===== src/rpf_pkg.sv =====
`default_nettype none

package rpf_pkg;

  localparam int unsigned MaxPayloadDflt = 64;
  localparam int unsigned HdrLen         = 6;
  localparam int unsigned FrameOverhead  = 10;
  localparam int unsigned NumBanks       = 4;
  localparam int unsigned TailLen        = 4;
  localparam int unsigned RxEndOffset    = 3;
  localparam int unsigned TxEndOffset    = 9;

  localparam logic [7:0] SyncByte  = 8'hAA;
  localparam logic [7:0] SyncWordH = 8'h2D;
  localparam logic [7:0] SyncWordL = 8'hD4;
  localparam logic [7:0] PadByte   = 8'h00;

  typedef enum logic [2:0] {
    ActEvent     = 3'd0,
    ActRxStart   = 3'd1,
    ActRxTake    = 3'd2,
    ActRxRead    = 3'd3,
    ActTxBegin   = 3'd4,
    ActTxPayload = 3'd5,
    ActStop      = 3'd6
  } action_e;

  typedef enum logic [2:0] {
    StOk       = 3'd0,
    StUnread   = 3'd1,
    StTxActive = 3'd2,
    StRxActive = 3'd3,
    StNotReady = 3'd4,
    StTooLong  = 3'd5
  } status_e;

  typedef struct packed {
    logic [2:0] action;
    logic [7:0] data_byte;
    logic [7:0] count_or_position;
  } item_t;

  typedef struct packed {
    status_e    status;
    logic [6:0] received_length;
    logic       packet_ready;
    logic       tx_busy;
    logic       rx_busy;
    logic       is_send;
    logic       is_read;
    logic       use_store;
    logic [7:0] hdr_byte;
  } result_t;

endpackage

`default_nettype wire


===== src/rpf_item_if.sv =====
`default_nettype none

interface rpf_item_if;
  logic       valid;
  logic       ready;
  logic [2:0] action;
  logic [7:0] data_byte;
  logic [7:0] count_or_position;

  modport source (output valid, action, data_byte, count_or_position, input ready);
  modport sink   (input valid, action, data_byte, count_or_position, output ready);
endinterface

`default_nettype wire


===== src/rpf_result_if.sv =====
`default_nettype none

interface rpf_result_if;
  logic       valid;
  logic       ready;
  logic [7:0] send_byte;
  logic       send_valid;
  logic [2:0] status;
  logic [6:0] received_length;
  logic [7:0] read_byte;
  logic       packet_ready;
  logic       tx_busy;
  logic       rx_busy;

  modport source (
    output valid, send_byte, send_valid, status, received_length, read_byte,
           packet_ready, tx_busy, rx_busy,
    input  ready
  );
  modport sink (
    input  valid, send_byte, send_valid, status, received_length, read_byte,
           packet_ready, tx_busy, rx_busy,
    output ready
  );
endinterface

`default_nettype wire


===== src/rpf_ram.sv =====
`default_nettype none

module rpf_ram #(
  parameter int unsigned Width = 8,
  parameter int unsigned Depth = 16,
  localparam int unsigned AddrW = $clog2(Depth)
) (
  input  wire logic             clk_i,
  input  wire logic             we_i,
  input  wire logic [AddrW-1:0] waddr_i,
  input  wire logic [Width-1:0] wdata_i,
  input  wire logic             re_i,
  input  wire logic [AddrW-1:0] raddr_i,
  output logic      [Width-1:0] rdata_o
);

  logic [Width-1:0] mem_q [Depth];

  always_ff @(posedge clk_i) begin
    if (we_i) begin
      mem_q[waddr_i] <= wdata_i;
    end
    if (re_i) begin
      rdata_o <= mem_q[raddr_i];
    end
  end

endmodule

`default_nettype wire


===== src/rpf_store.sv =====
`default_nettype none

module rpf_store #(
  parameter int unsigned MaxPayload = rpf_pkg::MaxPayloadDflt,
  localparam int unsigned StoreDepth = MaxPayload + rpf_pkg::FrameOverhead,
  localparam int unsigned AddrW = $clog2(StoreDepth),
  localparam int unsigned RowW = AddrW - 2,
  localparam int unsigned NumRows = (StoreDepth + rpf_pkg::NumBanks - 1) / rpf_pkg::NumBanks
) (
  input  wire logic                                      clk_i,
  input  wire logic [rpf_pkg::NumBanks-1:0]              wr_en_i,
  input  wire logic [rpf_pkg::NumBanks-1:0][RowW-1:0]    wr_row_i,
  input  wire logic [rpf_pkg::NumBanks-1:0][7:0]         wr_data_i,
  input  wire logic                                      rd_en_i,
  input  wire logic [AddrW-1:0]                          rd_addr_i,
  output logic      [7:0]                                rd_data_o
);

  import rpf_pkg::*;

  logic [NumBanks-1:0][7:0] bank_data;
  logic [1:0]               bank_q;

  for (genvar b = 0; b < NumBanks; b++) begin : g_bank
    rpf_ram #(
      .Width (8),
      .Depth (NumRows)
    ) u_ram (
      .clk_i   (clk_i),
      .we_i    (wr_en_i[b]),
      .waddr_i (wr_row_i[b]),
      .wdata_i (wr_data_i[b]),
      .re_i    (rd_en_i),
      .raddr_i (rd_addr_i[AddrW-1:2]),
      .rdata_o (bank_data[b])
    );
  end

  always_ff @(posedge clk_i) begin
    if (rd_en_i) begin
      bank_q <= rd_addr_i[1:0];
    end
  end

  assign rd_data_o = bank_data[bank_q];

endmodule

`default_nettype wire


===== src/rpf_ctrl.sv =====
`default_nettype none

module rpf_ctrl #(
  parameter int unsigned MaxPayload = rpf_pkg::MaxPayloadDflt,
  localparam int unsigned StoreDepth = MaxPayload + rpf_pkg::FrameOverhead,
  localparam int unsigned AddrW = $clog2(StoreDepth),
  localparam int unsigned RowW = AddrW - 2,
  localparam int unsigned CntW = $clog2(MaxPayload + 1)
) (
  input  wire logic                                      clk_i,
  input  wire logic                                      rst_ni,
  input  wire logic                                      advance_i,
  input  wire rpf_pkg::item_t                            item_i,
  output rpf_pkg::result_t                               result_o,
  output logic      [rpf_pkg::NumBanks-1:0]              wr_en_o,
  output logic      [rpf_pkg::NumBanks-1:0][RowW-1:0]    wr_row_o,
  output logic      [rpf_pkg::NumBanks-1:0][7:0]         wr_data_o,
  output logic                                           rd_en_o,
  output logic      [AddrW-1:0]                          rd_addr_o
);

  import rpf_pkg::*;

  logic [AddrW-1:0]           pos_q, pos_d;
  logic [CntW-1:0]            load_q, load_d;
  logic                       rx_q, rx_d;
  logic                       tx_q, tx_d;
  logic                       rdy_q, rdy_d;
  logic [HdrLen-1:0][7:0]     hdr_q, hdr_d;

  always_comb begin
    action_e          act;
    logic [7:0]       data;
    logic [7:0]       arg;
    logic [7:0]       wbyte;
    logic [7:0]       hdr0_new;
    logic [AddrW-1:0] waddr;
    logic [AddrW-1:0] tail_addr;

    act       = action_e'(item_i.action);
    data      = item_i.data_byte;
    arg       = item_i.count_or_position;
    wbyte     = data;
    hdr0_new  = hdr_q[0];
    waddr     = '0;
    tail_addr = '0;

    pos_d  = pos_q;
    load_d = load_q;
    rx_d   = rx_q;
    tx_d   = tx_q;
    rdy_d  = rdy_q;
    hdr_d  = hdr_q;

    wr_en_o   = '0;
    wr_row_o  = '0;
    wr_data_o = '0;
    rd_en_o   = advance_i;
    rd_addr_o = pos_q;

    result_o        = '0;
    result_o.status = StOk;

    case (act)
      ActEvent: begin
        if (rx_q) begin
          if (pos_q < AddrW'(MaxPayload)) begin
            if (pos_q == '0 && data > 8'(MaxPayload)) begin
              wbyte = 8'(MaxPayload);
            end
            if (pos_q == '0) begin
              hdr0_new = wbyte;
            end
            if (pos_q < AddrW'(HdrLen)) begin
              hdr_d[pos_q[2:0]] = wbyte;
            end else begin
              wr_en_o[pos_q[1:0]]   = 1'b1;
              wr_row_o[pos_q[1:0]]  = pos_q[AddrW-1:2];
              wr_data_o[pos_q[1:0]] = wbyte;
            end
            pos_d = pos_q + AddrW'(1);
          end else begin
            rx_d = 1'b0;
          end
          if (9'(pos_d) >= 9'(hdr0_new) + 9'(RxEndOffset)) begin
            rx_d  = 1'b0;
            rdy_d = 1'b1;
          end
        end else if (tx_q) begin
          result_o.is_send = 1'b1;
          if (9'(pos_q) >= 9'(hdr_q[5]) + 9'(TxEndOffset)) begin
            tx_d = 1'b0;
          end else begin
            pos_d = pos_q + AddrW'(1);
          end
        end
      end
      ActRxStart: begin
        if (rdy_q) begin
          result_o.status = StUnread;
        end else if (tx_q) begin
          result_o.status = StTxActive;
        end else if (rx_q) begin
          result_o.status = StRxActive;
        end else begin
          pos_d = '0;
          rx_d  = 1'b1;
        end
      end
      ActRxTake: begin
        if (rx_q || !rdy_q) begin
          result_o.status = StNotReady;
        end else begin
          rdy_d                    = 1'b0;
          result_o.received_length = hdr_q[0][6:0];
        end
      end
      ActRxRead: begin
        if (arg < 8'(MaxPayload)) begin
          result_o.is_read = 1'b1;
          rd_addr_o        = AddrW'(arg) + AddrW'(1);
        end
      end
      ActTxBegin: begin
        rx_d   = 1'b0;
        tx_d   = 1'b0;
        rdy_d  = 1'b0;
        load_d = '0;
        if (arg > 8'(MaxPayload)) begin
          result_o.status = StTooLong;
        end else begin
          hdr_d[0] = SyncByte;
          hdr_d[1] = SyncByte;
          hdr_d[2] = SyncByte;
          hdr_d[3] = SyncWordH;
          hdr_d[4] = SyncWordL;
          hdr_d[5] = arg;
          for (int k = 0; k < TailLen; k++) begin
            tail_addr = AddrW'(arg) + AddrW'(HdrLen) + AddrW'(k);
            wr_en_o[tail_addr[1:0]]   = 1'b1;
            wr_row_o[tail_addr[1:0]]  = tail_addr[AddrW-1:2];
            wr_data_o[tail_addr[1:0]] = (k < 2) ? PadByte : SyncByte;
          end
          pos_d = '0;
          tx_d  = 1'b1;
        end
      end
      ActTxPayload: begin
        if (tx_q && 8'(load_q) < hdr_q[5]) begin
          waddr                 = AddrW'(load_q) + AddrW'(HdrLen);
          wr_en_o[waddr[1:0]]   = 1'b1;
          wr_row_o[waddr[1:0]]  = waddr[AddrW-1:2];
          wr_data_o[waddr[1:0]] = data;
          load_d                = load_q + CntW'(1);
        end else begin
          result_o.status = StNotReady;
        end
      end
      ActStop: begin
        rx_d  = 1'b0;
        tx_d  = 1'b0;
        rdy_d = 1'b0;
      end
      default: begin
      end
    endcase

    if (!advance_i) begin
      wr_en_o = '0;
    end

    result_o.use_store    = (rd_addr_o >= AddrW'(HdrLen));
    result_o.hdr_byte     = result_o.use_store ? 8'h00 : hdr_q[rd_addr_o[2:0]];
    result_o.packet_ready = rdy_d;
    result_o.tx_busy      = tx_d;
    result_o.rx_busy      = rx_d;
  end

  always_ff @(posedge clk_i or negedge rst_ni) begin
    if (!rst_ni) begin
      pos_q  <= '0;
      load_q <= '0;
      rx_q   <= 1'b0;
      tx_q   <= 1'b0;
      rdy_q  <= 1'b0;
    end else if (advance_i) begin
      pos_q  <= pos_d;
      load_q <= load_d;
      rx_q   <= rx_d;
      tx_q   <= tx_d;
      rdy_q  <= rdy_d;
    end
  end

  always_ff @(posedge clk_i) begin
    if (advance_i) begin
      hdr_q <= hdr_d;
    end
  end

endmodule

`default_nettype wire


===== src/radio_packet_framer_top.sv =====
// An accepted input beat is registered in item_q and its result in res_q.
// Throughput: one beat per cycle while output is ready; the frame store takes
// one read and one write per bank each cycle, and the four banks absorb the
// frame tail of a tx_begin. Output back-pressure stalls both stages; input
// ready follows output ready. Reset clears the flags, the position and the
// load count; the frame store keeps its contents and needs no clearing pass.
`default_nettype none

module radio_packet_framer_top #(
  parameter int unsigned MaxPayload = rpf_pkg::MaxPayloadDflt,
  localparam int unsigned StoreDepth = MaxPayload + rpf_pkg::FrameOverhead,
  localparam int unsigned AddrW = $clog2(StoreDepth),
  localparam int unsigned RowW = AddrW - 2
) (
  input wire logic  clk_i,
  input wire logic  rst_ni,
  rpf_item_if.sink  req_i,
  rpf_result_if.source rsp_o
);

  import rpf_pkg::*;

  logic    s1_valid_q;
  item_t   item_q;
  logic    s2_valid_q;
  result_t res_q;
  result_t res;
  logic    advance;
  logic    accept;

  logic [NumBanks-1:0]           wr_en;
  logic [NumBanks-1:0][RowW-1:0] wr_row;
  logic [NumBanks-1:0][7:0]      wr_data;
  logic                          rd_en;
  logic [AddrW-1:0]              rd_addr;
  logic [7:0]                    store_byte;
  logic [7:0]                    frame_byte;

  assign advance     = s1_valid_q && (!s2_valid_q || rsp_o.ready);
  assign req_i.ready = !s1_valid_q || advance;
  assign accept      = req_i.valid && req_i.ready;

  always_ff @(posedge clk_i or negedge rst_ni) begin
    if (!rst_ni) begin
      s1_valid_q <= 1'b0;
      s2_valid_q <= 1'b0;
    end else begin
      s1_valid_q <= accept || (s1_valid_q && !advance);
      s2_valid_q <= advance || (s2_valid_q && !rsp_o.ready);
    end
  end

  always_ff @(posedge clk_i) begin
    if (accept) begin
      item_q.action            <= req_i.action;
      item_q.data_byte         <= req_i.data_byte;
      item_q.count_or_position <= req_i.count_or_position;
    end
    if (advance) begin
      res_q <= res;
    end
  end

  rpf_ctrl #(
    .MaxPayload (MaxPayload)
  ) u_ctrl (
    .clk_i     (clk_i),
    .rst_ni    (rst_ni),
    .advance_i (advance),
    .item_i    (item_q),
    .result_o  (res),
    .wr_en_o   (wr_en),
    .wr_row_o  (wr_row),
    .wr_data_o (wr_data),
    .rd_en_o   (rd_en),
    .rd_addr_o (rd_addr)
  );

  rpf_store #(
    .MaxPayload (MaxPayload)
  ) u_store (
    .clk_i     (clk_i),
    .wr_en_i   (wr_en),
    .wr_row_i  (wr_row),
    .wr_data_i (wr_data),
    .rd_en_i   (rd_en),
    .rd_addr_i (rd_addr),
    .rd_data_o (store_byte)
  );

  assign frame_byte = res_q.use_store ? store_byte : res_q.hdr_byte;

  assign rsp_o.valid           = s2_valid_q;
  assign rsp_o.send_byte       = res_q.is_send ? frame_byte : 8'h00;
  assign rsp_o.send_valid      = res_q.is_send;
  assign rsp_o.status          = res_q.status;
  assign rsp_o.received_length = res_q.received_length;
  assign rsp_o.read_byte       = res_q.is_read ? frame_byte : 8'h00;
  assign rsp_o.packet_ready    = res_q.packet_ready;
  assign rsp_o.tx_busy         = res_q.tx_busy;
  assign rsp_o.rx_busy         = res_q.rx_busy;

endmodule

`default_nettype wire


===== src/flat_wrapper.sv =====
// flat-port wrapper written by rule: the top's interface ports become plain ports
module radio_packet_framer_top_flat import rpf_pkg::*;
#(
  parameter int unsigned MaxPayload = rpf_pkg::MaxPayloadDflt,
  localparam int unsigned StoreDepth = MaxPayload + rpf_pkg::FrameOverhead,
  localparam int unsigned AddrW = $clog2(StoreDepth),
  localparam int unsigned RowW = AddrW - 2
)
  (clk_i, rst_ni, req_i_valid, req_i_action, req_i_data_byte, req_i_count_or_position, req_i_ready, rsp_o_valid, rsp_o_send_byte, rsp_o_send_valid, rsp_o_status, rsp_o_received_length, rsp_o_read_byte, rsp_o_packet_ready, rsp_o_tx_busy, rsp_o_rx_busy, rsp_o_ready);
  rpf_item_if req_i_i ();
  rpf_result_if rsp_o_i ();
  input wire logic clk_i;
  input wire logic rst_ni;
  input wire logic [$bits(req_i_i.valid)-1:0] req_i_valid;
  input wire logic [$bits(req_i_i.action)-1:0] req_i_action;
  input wire logic [$bits(req_i_i.data_byte)-1:0] req_i_data_byte;
  input wire logic [$bits(req_i_i.count_or_position)-1:0] req_i_count_or_position;
  output wire logic [$bits(req_i_i.ready)-1:0] req_i_ready;
  output wire logic [$bits(rsp_o_i.valid)-1:0] rsp_o_valid;
  output wire logic [$bits(rsp_o_i.send_byte)-1:0] rsp_o_send_byte;
  output wire logic [$bits(rsp_o_i.send_valid)-1:0] rsp_o_send_valid;
  output wire logic [$bits(rsp_o_i.status)-1:0] rsp_o_status;
  output wire logic [$bits(rsp_o_i.received_length)-1:0] rsp_o_received_length;
  output wire logic [$bits(rsp_o_i.read_byte)-1:0] rsp_o_read_byte;
  output wire logic [$bits(rsp_o_i.packet_ready)-1:0] rsp_o_packet_ready;
  output wire logic [$bits(rsp_o_i.tx_busy)-1:0] rsp_o_tx_busy;
  output wire logic [$bits(rsp_o_i.rx_busy)-1:0] rsp_o_rx_busy;
  input wire logic [$bits(rsp_o_i.ready)-1:0] rsp_o_ready;
  assign req_i_i.valid = req_i_valid;
  assign req_i_i.action = req_i_action;
  assign req_i_i.data_byte = req_i_data_byte;
  assign req_i_i.count_or_position = req_i_count_or_position;
  assign req_i_ready = req_i_i.ready;
  assign rsp_o_valid = rsp_o_i.valid;
  assign rsp_o_send_byte = rsp_o_i.send_byte;
  assign rsp_o_send_valid = rsp_o_i.send_valid;
  assign rsp_o_status = rsp_o_i.status;
  assign rsp_o_received_length = rsp_o_i.received_length;
  assign rsp_o_read_byte = rsp_o_i.read_byte;
  assign rsp_o_packet_ready = rsp_o_i.packet_ready;
  assign rsp_o_tx_busy = rsp_o_i.tx_busy;
  assign rsp_o_rx_busy = rsp_o_i.rx_busy;
  assign rsp_o_i.ready = rsp_o_ready;
  radio_packet_framer_top #(.MaxPayload(MaxPayload)) u_core (.clk_i(clk_i), .rst_ni(rst_ni), .req_i(req_i_i), .rsp_o(rsp_o_i));
endmodule

===== config.mk =====
export PLATFORM = sky130hd
export DESIGN_NAME = radio_packet_framer_top_flat
export DESIGN_NICKNAME = d
export VERILOG_FILES = /design/src/rpf_pkg.sv /design/src/rpf_item_if.sv /design/src/rpf_result_if.sv /design/src/rpf_ram.sv /design/src/rpf_store.sv /design/src/rpf_ctrl.sv /design/src/radio_packet_framer_top.sv /design/src/flat_wrapper.sv
export SDC_FILE = /design/constraint.sdc
export NUM_CORES = 1
export LEC_CHECK = 0
export CAP_MARGIN = 40
export CORE_ASPECT_RATIO = 1.75
export CORE_MARGIN = 1.5
export CORE_UTILIZATION = 65
export DETAILED_ROUTE_END_ITERATION = 10
export DONT_BUFFER_PORTS = 1
export MAX_ROUTING_LAYER = met4
export PLACE_DENSITY = 0.85
export SETUP_SLACK_MARGIN = 0.15
export SLEW_MARGIN = 30
export SYNTH_ARGS = -nofsm -noshare
export SYNTH_HDL_FRONTEND = slang
export SYNTH_SLANG_ARGS = --single-unit

===== constraint.sdc =====
create_clock -name clk_i -period 7.4 [get_ports clk_i]
set_input_delay 0.74 -clock clk_i [delete_from_list [all_inputs] [get_ports clk_i]]
set_output_delay 0.74 -clock clk_i [all_outputs]
set_load 0.005 [all_outputs]

After elaboration in Yosys (flattened, before gate mapping)
Memory sizes are Yosys's and may differ from the RTL's. A register that Yosys moved wholly into a read port is not among the register bits.
Index checks and enable logic that the tools add are counted.
{"block": "classes", "n_reduce_logical": 34, "mux": 124, "eq_ne": 16, "n_lt_le_gt_ge": 25, "mul": 0, "div_mod_pow": 0, "bitwise": 11, "n_shift": 0, "addsub": 10}
{"operator": "two-way mux 48 bit", "n": 4}
{"operator": "two-way mux 32 bit", "n": 5}
{"operator": "two-way mux 8 bit", "n": 18}
{"operator": "two-way mux 20 bit", "n": 5}
{"operator": "one-hot mux 32 bit (3 select lines)", "n": 1}
{"operator": "one-hot mux 48 bit (2 select lines)", "n": 1}
{"operator": "two-way mux 7 bit", "n": 13}
{"operator": "bitwise AND 32 bit", "n": 2}
{"operator": "demux 8 bit (select 2 bit)", "n": 4}
{"operator": "bitwise AND 20 bit", "n": 3}
{"operator": "bitwise mux 20 bit", "n": 3}
{"operator": "demux 5 bit (select 2 bit)", "n": 6}
{"operator": "one-hot mux 20 bit (3 select lines)", "n": 1}
{"operator": "bitwise mux 48 bit", "n": 1}
{"operator": "two-way mux 5 bit", "n": 6}
{"operator": "adder 7 x 1 -> 7 bit (second input constant)", "n": 4}
{"operator": "two-way mux 1 bit", "n": 28}
{"operator": "binary-select mux 8 bit (select 3 bit)", "n": 1}
{"operator": "demux 8 bit (select 3 bit)", "n": 1}
{"operator": "two-way mux 4 bit", "n": 6}
{"operator": "less-than comparator 2 x 3 -> 1 bit (second input constant)", "n": 7}
{"operator": "one-hot mux 7 bit (3 select lines)", "n": 1}
{"operator": "greater-or-equal comparator 7 x 9 -> 1 bit", "n": 2}
{"operator": "binary-select mux 8 bit (select 2 bit)", "n": 1}
{"operator": "other kinds (39)", "n": 96}
{"block": "totals", "input_bits": 23, "latchBits": 0, "out_inout_bits": 32, "romBits": 0, "memories": 4, "regBits": 112, "mem_bits_rw": 608, "elab_cells": 250}
{"name": "u_core.u_store.g_bank[0].u_ram.mem_q", "depth": 19, "word_bits": 8, "rd": 1, "rd_ports_with_merged_regs": 1, "write_ports": 1, "line_no": "rpf_ram.sv:17", "rtl": "logic [Width-1:0] mem_q [Depth];"}
{"name": "u_core.u_store.g_bank[1].u_ram.mem_q", "depth": 19, "word_bits": 8, "rd": 1, "rd_ports_with_merged_regs": 1, "write_ports": 1, "line_no": "rpf_ram.sv:17"}
{"name": "u_core.u_store.g_bank[2].u_ram.mem_q", "depth": 19, "word_bits": 8, "rd": 1, "rd_ports_with_merged_regs": 1, "write_ports": 1, "line_no": "rpf_ram.sv:17"}
{"name": "u_core.u_store.g_bank[3].u_ram.mem_q", "depth": 19, "word_bits": 8, "rd": 1, "rd_ports_with_merged_regs": 1, "write_ports": 1, "line_no": "rpf_ram.sv:17"}

Longest topological paths before layout
Gate-level depths: netlist of run 1.
{"block": "depth", "word_depth": 15, "mapped_depth": 15, "depth_no_buf": 13}

Cells and area by module
Synthesis of run 1 repeated with hierarchy kept, for this count alone.
{"block": "unflattened", "hier_cells": 2196, "hier_area_um2": 34091.4}
{"mod": "rpf_ram", "n_inst": 4, "area_per_inst_um2": 6237.2, "seq_area_each_um2": 4804.6, "cells_each": 295}
{"mod": "rpf_ctrl", "n_inst": 1, "area_per_inst_um2": 7239.4, "seq_area_each_um2": 1866.8, "cells_each": 918}
{"mod": "radio_packet_framer_top", "n_inst": 1, "area_per_inst_um2": 1646.6, "seq_area_each_um2": 1341.3, "cells_each": 86}
{"mod": "rpf_store", "n_inst": 1, "area_per_inst_um2": 256.5, "seq_area_each_um2": 60.1, "cells_each": 12}

Worst setup path after synthesis of run 1
OpenSTA, ideal clock, no wires.
{"block": "synth_path", "path_type": "input to register", "from": "in rsp_o_ready", "to": "mem u_core.u_store.g_bank[1].u_ram.mem_q[14][0] (enable)", "t_arrival_ps": 3552, "cell_stages": 7, "path_slack_ps": 3453, "required_ps": 7005, "setup_ps": 395, "path_buffers": 0, "cell_sequence": "nand2b_1 -> nand2_1 -> clkinv_1 -> nand2_1 -> a31oi_1 -> nand3_1 -> nor4_1"}
{"block": "synth_between", "elab_chain_cells": 5}
{"element": "start: declaration", "line_no": "flat_wrapper.sv:28", "rtl": "input wire logic [$bits(rsp_o_i.ready)-1:0] rsp_o_ready;"}
{"element": "logical OR 1 bit", "line_no": "radio_packet_framer_top.sv:39", "rtl": "assign advance = s1_valid_q && (!s2_valid_q || rsp_o.ready);"}
{"element": "logical AND 1 bit", "line_no": "radio_packet_framer_top.sv:39"}
{"element": "named net u_core.advance", "line_no": "radio_packet_framer_top.sv:28", "rtl": "logic advance;"}
{"element": "two-way mux 4 bit", "line_no": "rpf_ctrl.sv:168", "rtl": "if (!advance_i) begin"}
{"element": "two-way mux 1 bit", "line_no": "rpf_ram.sv:20", "rtl": "if (we_i) begin"}
{"element": "two-way mux 1 bit (implied by the code)", "line_no": "rpf_ram.sv:21", "rtl": "mem_q[waddr_i] <= wdata_i;"}
{"element": "end: declaration", "line_no": "rpf_ram.sv:17"}
The timed path passes the listed nets, and every way through them passes these cells.

Final worst setup path of run 1
{"block": "layout_path", "from": "reg u_core.item_q[1] in the netlist's numbering", "to": "mem u_core.u_store.g_bank[0].u_ram.mem_q[18][7] (enable)"}
{"block": "layout_between", "elab_chain_cells": 14, "elab_cells_between_ends": 47, "cone_classes": "add/sub: 4; order compare: 9; mux: 26; bitwise: 4; reduce/logical: 4"}
{"element": "start: declaration", "line_no": "radio_packet_framer_top.sv:24", "rtl": "item_t item_q;"}
{"element": "adder 7 x 3 -> 7 bit", "line_no": "rpf_ctrl.sv:139", "rtl": "tail_addr = AddrW'(arg) + AddrW'(HdrLen) + AddrW'(k);"}
{"element": "adder 7 x 1 -> 7 bit", "line_no": "rpf_ctrl.sv:139"}
{"element": "less-than comparator 2 x 3 -> 1 bit / greater-or-equal comparator 2 x 1 -> 1 bit (equally long branches)"}
{"element": "logical AND 1 bit"}
{"element": "two-way mux 1 bit (implied by the code)", "line_no": "rpf_ctrl.sv:140", "rtl": "wr_en_o[tail_addr[1:0]] = 1'b1;"}
{"element": "demux 1 bit (select 2 bit)", "line_no": "rpf_ctrl.sv:140"}
{"element": "OR 4 bit (no source line) (3 in series)"}
{"element": "two-way mux 4 bit", "line_no": "rpf_ctrl.sv:129", "rtl": "if (arg > 8'(MaxPayload)) begin"}
{"element": "one-hot mux 4 bit (3 select lines)", "line_no": "rpf_ctrl.sv:64", "rtl": "case (act)"}
{"element": "two-way mux 4 bit", "line_no": "rpf_ctrl.sv:168"}
{"element": "two-way mux 1 bit", "line_no": "rpf_ram.sv:20"}
{"element": "two-way mux 1 bit (implied by the code)", "line_no": "rpf_ram.sv:21"}
{"element": "end: declaration", "line_no": "rpf_ram.sv:17"}
Several ways; a longest one is shown, not always the timed one.

==> results.yml, run 1 <==
floorplanning:
  die_w_um: 176.4
  initial_core_util_pct: 65.48
  die_area_sq_um: 54040
  fp.coreArea_sq_um: 52220
  ios: 55
  die_height_um: 306.4
  placementRows: 111
power:
  switchingPower_mw: 2.778
  p_per_area_nw_per_um2: 268.1
  fin_total_pwr_mw: 10.05
  comb_power_share_pct: 17.1
  p_leak_nw: 13.57
  internal-power_mw: 7.271
  switching_share_pct: 27.64
  seq_power_share_pct: 48.8
  ir_drop_mv: 0.3014
  clock_power_share_pct: 34.1
critical_path:
  r2r_setup_slack_ps: 2070
  crit_fanout: 25
  reg2reg_depth: 12
  crit_type: "reg2reg"
  cp-start-kind: "register"
  crit_path_end_kind: "register"
  crit_required_ps: 7750
  crit_arrival_ps: 5680
drt:
  drt-total-wl_um: 96860
  num_vias: 22200
  detail-route-antenna-nets: 0
  vias_per_cell: 7.055
  wl_per_cell_um: 30.79
  drc: 0
  drt_iter0_drc: 2450
  drtPass1Iterations: 6
logic_synthesis:
  synth.mux.area_fraction_pct: 10.37
  synth_top_family_by_area: "multiplexers"
  netlist_area_sq_um: 34190
  synth_xor_area_share_pct: 1.017
  synth_cells: 2409
  synth_compound_area_share_pct: 8.983
  synth_nets: 2475
  synth_seq_area_share_pct: 65.76
  yosys_register_bits: 752
  yosys.area_share.simple_pct: 9.682
  synth_fa_ha_area_share_pct: 1.573
  ys.flop_type: "edfxtp_1"
  synthArstFlopShare_pct: 2.527
  synth-edff-count: 733
  synth_warnings: 0
  synth_area_per_cell_sq_um: 14.19
  synth_cell_types: 98
clock_tree:
  cts-resized-gates: 0
  cts_buffers: 61
  cts_setup_buffers: 0
  htreeDepth: 2
  clkSlewWorstSetupHoldPaths_ps: 70
  clkLatencyLatePin_ps: 650
  cts_root_buf: "clkbuf_16"
  cts_tree: "done"
  clockBufferDepth: 3
  cts_sinks: 752
timing:
  rsz0062_at_grt: "false"
  tightestPinTransition_ps: 860.0
  slew_viol_final: 0
  finalHoldViolations: 0
  finClkSkew_ps: 33.84
  timing.final.crit_share_pct: 72.07
  final-setup-viol-count: 0
  fin_setup_tns_ps: 0
  slew_headroom_pct: 42.67
  layout_min_cycle_time_ps: 5333
  fmax_mhz: 187.5
placement:
  hpwl_um: 66630
  io_buffer_count: 0
  gp_congestion: 1.013
  placed_cell_area_sq_um: 35220
layout:
  fin_area_sq_um: 37480
  syn2layout_area_growth_pct: 9.606
  fin_nets: 2480
  seq_area_sq_um: 22490
  final_util_pct: 71.77
  layout_commonest_cell: "edfxtp_1"
  multiInputGateArea_sq_um: 11050
  mostFrequentLayoutCells: "edfxtp_1 (733), nand2_1 (243), nor2_1 (145)"
  drive_above_1_share_pct: 16.50
  fillers: 3252
flow_run:
  maxCapViolations: 0
global_routing:
  grt_pass1_wl_um: 140300
  grt_max_degree: 123
  antenna_found_initial: 0
  grt_pass1_vias: 22130
  grt_overflow: 0
  grt_usage_pct: 37.42
run_status:
  status: "finished, final reports clean"
min_path:
  hold_class: "in2async"
-- Yosys cell counts (12+ instances only) --
cell	number	area [sq um]
nor3b_1	12	90.09
o211ai_1	94	705.7
nand3_1	46	230.2
buf_2	32	160.2
dfrtp_1	19	475.5
edfxtp_1	733	22010
mux2_2	67	754.5
o21ai_0	65	325.3
nor4_1	27	168.9
nand2_1	243	912.1
and2_1	17	106.4
a211oi_1	34	255.2
o31ai_1	12	90.09
a32oi_1	13	113.9
ha_1	43	538.0
nor2_1	147	551.8
nand4_1	39	244.0
a21o_1	16	120.1
mux2i_1	117	1171
clkbuf_1	96	360.4
xnor2_1	27	236.5
nor2b_1	23	143.9
and3_1	16	100.1
inv_1	34	127.6
nand2b_1	13	81.33
buf_4	21	157.7
a21oi_1	92	460.4
mux4_2	72	1622
a31oi_1	12	75.07
nor3_1	50	250.2
-- cell type report --
cell class / instances / share of cell area (%)
sequential: 752 / 60.00
multi-input combinational: 1458 / 29.48
clock buffer: 73 / 4.307
tap: 678 / 2.264
timing repair buffer: 104 / 2.257
clock inverter: 42 / 1.312
inverter: 37 / 0.3706
antenna: 2 / 0.01335
-- per-stage QoR --
stage | instances | hold slack [ps] | setup slack [ps]
finish | 3146 | 80.68 | 2067
global route | 3144 | 108.5 | 1806
CTS | 3136 | 180.4 | 1991
detailed placement | 3020 | 446.4 | 2000
global placement | 2994 | 446.5 | 2143
floorplan | 2409 | 444.4 | 3453
-- layer usage --
layer / wire, um / vias to the layer above / global-route usage (%)
met5: 0 / - / -
met4: 9345 / 0 / 28.44
met3: 7251 / 432 / 4.973
met2: 50470 / 1518 / 64.64
met1: 29780 / 10860 / 38.30
li1: - / 9382 / -
-- power groups by stage --
stage          logic (mW)  registers, mW  clock network [mW]
2_1_floorplan        1.24           4.90                   0
3_3_place_gp         1.63           4.99                   0
3_5_place_dp         1.66           4.99                   0
4_1_cts              1.68           4.90                3.43
5_1_grt              1.83           4.91                3.58
6_report             1.72           4.90                3.43
-- worst max-delay path, cell delays in order, from the launching register on --
cell,delay (ps)
edfxtp_1,740
inv_1,290
ha_1,330
buf_6,190
nor4b_1,150
a21oi_1,270
or2_1,380
buf_4,390
nor2_1,120
a221oi_1,530
nand3_1,590
nor3b_1,700
clkdlybuf4s15_2,350
-- final timing paths --
| path | from | to |
|---|---|---|
| max | u_core.item_q[1]$_DFFE_PP_ | u_core.u_store.g_bank[0].u_ram.mem_q[18][7]$_DFFE_PP_ |
| min | rst_ni | u_core.u_ctrl.pos_q[6]$_DFFE_PN0P_ |
| max reg2reg | u_core.item_q[1]$_DFFE_PP_ | u_core.u_store.g_bank[0].u_ram.mem_q[18][7]$_DFFE_PP_ |
| min reg2reg | u_core.s1_valid_q$_DFF_PN0_ | u_core.rsp_o.valid$_DFF_PN0_ |
| max in group asynchronous | rst_ni | u_core.u_ctrl.load_q[0]$_DFFE_PN0P_ |
| min in group clk_i | req_i_data_byte[4] | u_core.item_q[12]$_DFFE_PP_ |
-- logic make-up after synthesis --
| group | count (synthesis) |
|---|---|
| flops | 752 |
| mux | 256 |
| buf+inv | 199 |
| xor+xnor | 38 |
| simple gates | 685 |
| compound gates | 436 |
| fa+ha+maj | 43 |
-- registers in the layout, indices dropped and copies added (netlist names), 2 cells and up --
signal,cells
u_core.item_q,19
u_core.res_q,10
u_core.rsp_o.received_length,7
u_core.rsp_o.status,3
u_core.u_ctrl.hdr_q,48
u_core.u_ctrl.load_q,7
u_core.u_ctrl.pos_q,7
u_core.u_store.bank_q,2
u_core.u_store.g_bank.u_ram.mem_q,608
u_core.u_store.g_bank.u_ram.rdata_o,32
-- what timing repair did --
item,in CTS,in global routing
hold endpoints to repair,19,0
hold buffers,1,0
endpoints found under the setup margin,0,0
Note: power is estimated with default switching activity, not from simulation.
==> inputs of run 2 (changes only) <==
--- a/config.mk
+++ b/config.mk
@@ -5,14 +5,15 @@
 export SDC_FILE = /design/constraint.sdc
 export NUM_CORES = 1
 export LEC_CHECK = 0
+export ABC_AREA = 1
 export CAP_MARGIN = 40
 export CORE_ASPECT_RATIO = 1.75
 export CORE_MARGIN = 1.5
-export CORE_UTILIZATION = 65
+export CORE_UTILIZATION = 58
 export DETAILED_ROUTE_END_ITERATION = 10
 export DONT_BUFFER_PORTS = 1
 export MAX_ROUTING_LAYER = met4
-export PLACE_DENSITY = 0.85
+export PLACE_DENSITY = 0.8
 export SETUP_SLACK_MARGIN = 0.15
 export SLEW_MARGIN = 30
 export SYNTH_ARGS = -nofsm -noshare
==> constraint.sdc (replaced) <==
create_clock -name clk_i -period 4.4 [get_ports clk_i]
set_input_delay 0.44 -clock clk_i [delete_from_list [all_inputs] [get_ports clk_i]]
set_output_delay 0.44 -clock clk_i [all_outputs]
set_load 0.005 [all_outputs]
==> run 2 against run 1 <==
Against the previous run: final area increased by 2.2%; clock power up 62%; synthesized cell count up 31%; critical path depth increased by 9; wire length about the same; sequential power is 74% higher; setup slack got worse by 1500 ps; sequential cell count stayed put; area after synthesis grew 1.6%; via count up 15%; die area increased by 14%.
==> results.yml, run 2 <==
run_status:
  status: "finished, final reports clean"
timing:
  rsz0062_at_grt: "false"
  fmax_mhz: 257.7
  fin_setup_tns_ps: 0
  fin_hold_ws_ps: 289.4
  finalHoldViolations: 0
  slew_headroom_pct: 35.35
  final-setup-viol-count: 0
  layout_min_cycle_time_ps: 3881
  finClkSkew_ps: 18.25
  timing.final.crit_share_pct: 88.20
  tightestPinTransition_ps: 969.8
  slew_viol_final: 0
critical_path:
  crit_path_end_kind: "register"
  crit_required_ps: 4770
  reg2reg_depth: 21
  reg2reg_from: "u_core.u_ctrl.pos_q[1]$_DFFE_PN0P_"
  crit_arrival_ps: 4250
  r2r_setup_slack_ps: 520
  crit_type: "reg2reg"
  path_cells: "inv_1 > ha_1 > inv_1 > nor3_1 > buf_4 > nand3_1 > nand2_1 > nor2_1 > nor2_1 > inv_1 > nor2_1 > a21o_1 > nand2_1 > ha_1 > nand3_1 > nor2_1 > a211oi_1 > a22oi_1 > nand2_1 > nand2_1 > nand3_1"
  crit_fanout: 12
  cp-start-kind: "register"
  cp_slowest_cell: "dfrtp_2"
  regToRegEndpoint: "u_core.rsp_o.rx_busy$_DFFE_PP_"
  cp_slowest_stage_delay_ps: 510
power:
  ir_drop_mv: 0.6710
  switching_share_pct: 36.08
  p_per_area_nw_per_um2: 535.9
  internal-power_mw: 13.12
  p_leak_nw: 13.81
  seq_power_share_pct: 41.5
  comb_power_share_pct: 31.5
  clock_power_share_pct: 27.0
  switchingPower_mw: 7.405
drt:
  drt-total-wl_um: 96770
  num_vias: 25480
  drc: 0
  drtPass1Iterations: 7
  wl_per_cell_um: 24.10
  vias_per_cell: 6.346
  detail-route-antenna-nets: 0
  drt_iter0_drc: 3429
logic_synthesis:
  synth_cell_types: 50
  synth_cells: 3147
  yosys.area.top_type: "edfxtp_1"
  netlist_area_sq_um: 34740
  synthArstFlopShare_pct: 2.527
  synth_warnings: 0
  yosysTopAreaCellShare_pct: 63.36
  ys_top_cells_by_count: "edfxtp_1 (733), nand2_1 (414), inv_1 (319)"
  ys_top_cells_by_area: "edfxtp_1 (63%), o211ai_1 (5.9%), nand2_1 (4.5%)"
  yosys_register_bits: 752
  synth-edff-count: 733
  post-synth-top-count-cell: "edfxtp_1"
  synth_nets: 3213
  synth_seq_area_share_pct: 64.72
  ys.flop_type: "edfxtp_1"
  synth_area_per_cell_sq_um: 11.04
layout:
  fillers: 4234
  syn2layout_area_growth_pct: 10.22
  regMostFlops: "u_core.u_store.g_bank.u_ram.mem_q"
  layout_commonest_cell: "edfxtp_1"
  largest_register_ffs: 608
  drive_above_1_share_pct: 10.82
  reg.largest.list: "u_core.u_store.g_bank.u_ram.mem_q x608, u_core.u_ctrl.hdr_q x48, u_core.u_store.g_bank.u_ram.rdata_o x32"
  seq_area_sq_um: 22490
  antenna_cells: 0
  mostFrequentLayoutCells: "edfxtp_1 (733), nand2_1 (414), inv_1 (318)"
  stdcell_count: 4015
  final_util_pct: 64.68
  fin_nets: 3250
  multiInputGateArea_sq_um: 10240
global_routing:
  grt_max_degree: 161
  grt_usage_pct: 32.48
  antenna_found_initial: 0
  grt_pass1_vias: 24970
  grt_pass1_wl_um: 144900
  grt_overflow: 0
flow_run:
  maxCapViolations: 0
floorplanning:
  placementRows: 118
  ios: 55
  die_area_sq_um: 61440
  initial_core_util_pct: 58.68
  die_w_um: 188.0
  fp.coreArea_sq_um: 59200
  die_height_um: 326.8
clock_tree:
  htreeDepth: 2
  cts_sinks: 752
  clockBufferDepth: 3
  clkLatencyLatePin_ps: 660
  cts_root_buf: "clkbuf_16"
  clkSlewWorstSetupHoldPaths_ps: 70
  cts_tree: "done"
  cts_buffers: 61
placement:
  io_buffer_count: 0
  gp_congestion: 1.102
  hpwl_um: 66270
  dp.cells: 3873
min_path:
  hold_class: "in2async"
run 2: cell types whose count changed after synthesis, moves of 72 or more:
cell and change:
o211ai_1 +177, nand2_1 +171, mux2i_1 -109, mux4_2 -72, nand3_1 +253, inv_1 +285
or2_2 +93, nor2_1 +158, o21ai_0 +80
run 2: how the worst max path moves through the flow:
stage                                             from                                    to  slack, ps  cells past startpoint
floorplan                                  rsp_o_ready  u_core.u_ctrl.hdr_q[0]$_SDFFCE_PP0P_        480                      6
global placement    u_core.u_ctrl.pos_q[0]$_DFFE_PN0P_        u_core.rsp_o.rx_busy$_DFFE_PP_        450                     21
detailed placement  u_core.u_ctrl.pos_q[0]$_DFFE_PN0P_        u_core.rsp_o.rx_busy$_DFFE_PP_        410                     21
CTS                 u_core.u_ctrl.pos_q[0]$_DFFE_PN0P_        u_core.rsp_o.rx_busy$_DFFE_PP_        400                     21
global route        u_core.u_ctrl.pos_q[1]$_DFFE_PN0P_        u_core.rsp_o.rx_busy$_DFFE_PP_        160                     21
finish              u_core.u_ctrl.pos_q[1]$_DFFE_PN0P_        u_core.rsp_o.rx_busy$_DFFE_PP_        520                     21
run 2: timing repair:
item                                   in CTS  in global routing
setup endpoints to repair                   0                  4
buffers inserted                            0                  2
gates resized for setup                     0                  3
endpoints found under the hold margin      40                 19
hold buffers                               22                  1
run 2: layer usage:
metal	wire length (um)	part of all wire [%]	vias to the layer above	global-route usage [%]
met3	7595	7.8	465	4.512
met4	9376	9.7	0	26.54
li1	-	-	11330	-
met5	0	0	-	-
met2	49230	51	1556	55.33
met1	30570	32	12140	33.20
run 2: through the flow:
step                worst slack [ps]  area, sq um  power, mW
CTS                            402.8        38240      20.33
detailed placement             409.0        35980      14.84
floorplan                      477.3        34740      12.72
global placement               450.8        35900      14.63
finish                         519.0        38290      20.52
global route                   157.4        38290      21.25
run 2: final cells by class:
cell class                 count  share of cell area, %
timing repair buffer         145                  3.352
multi-input combinational   1889                  26.73
clock inverter                41                  1.173
tap                          780                  2.549
inverter                     335                  3.307
sequential                   752                  58.73
clock buffer                  73                  4.159
run 2: critical path: cells and delay by family, from the launching register on:
kind | cells | cell delay [ps]
DFF | 1 | 510
adders and majority gates | 2 | 570
buffers and inverters | 4 | 640
AOI/OAI and AO/OA | 3 | 440
and+or+nand+nor | 12 | 1440
run 2: logic make-up (layout without fill, tap and decap cells):
family	count (synthesis)	after routing	synth area share, %
mux	8	8	0.2305
compound gates	657	657	12.26
xor+xnor	23	23	0.5798
flops	752	752	64.72
fa+ha+maj	43	43	1.549
buf+inv	506	594	5.946
simple gates	1158	1158	14.71
run 2: power groups by stage:
stage	Sequential (mW)	Combinational (mW)	Clock (mW)
2_1_floorplan	8.49	4.22	0
3_3_place_gp	8.65	5.98	0
3_5_place_dp	8.65	6.19	0
4_1_cts	8.50	6.27	5.56
5_1_grt	8.54	6.89	5.82
6_report	8.51	6.47	5.55
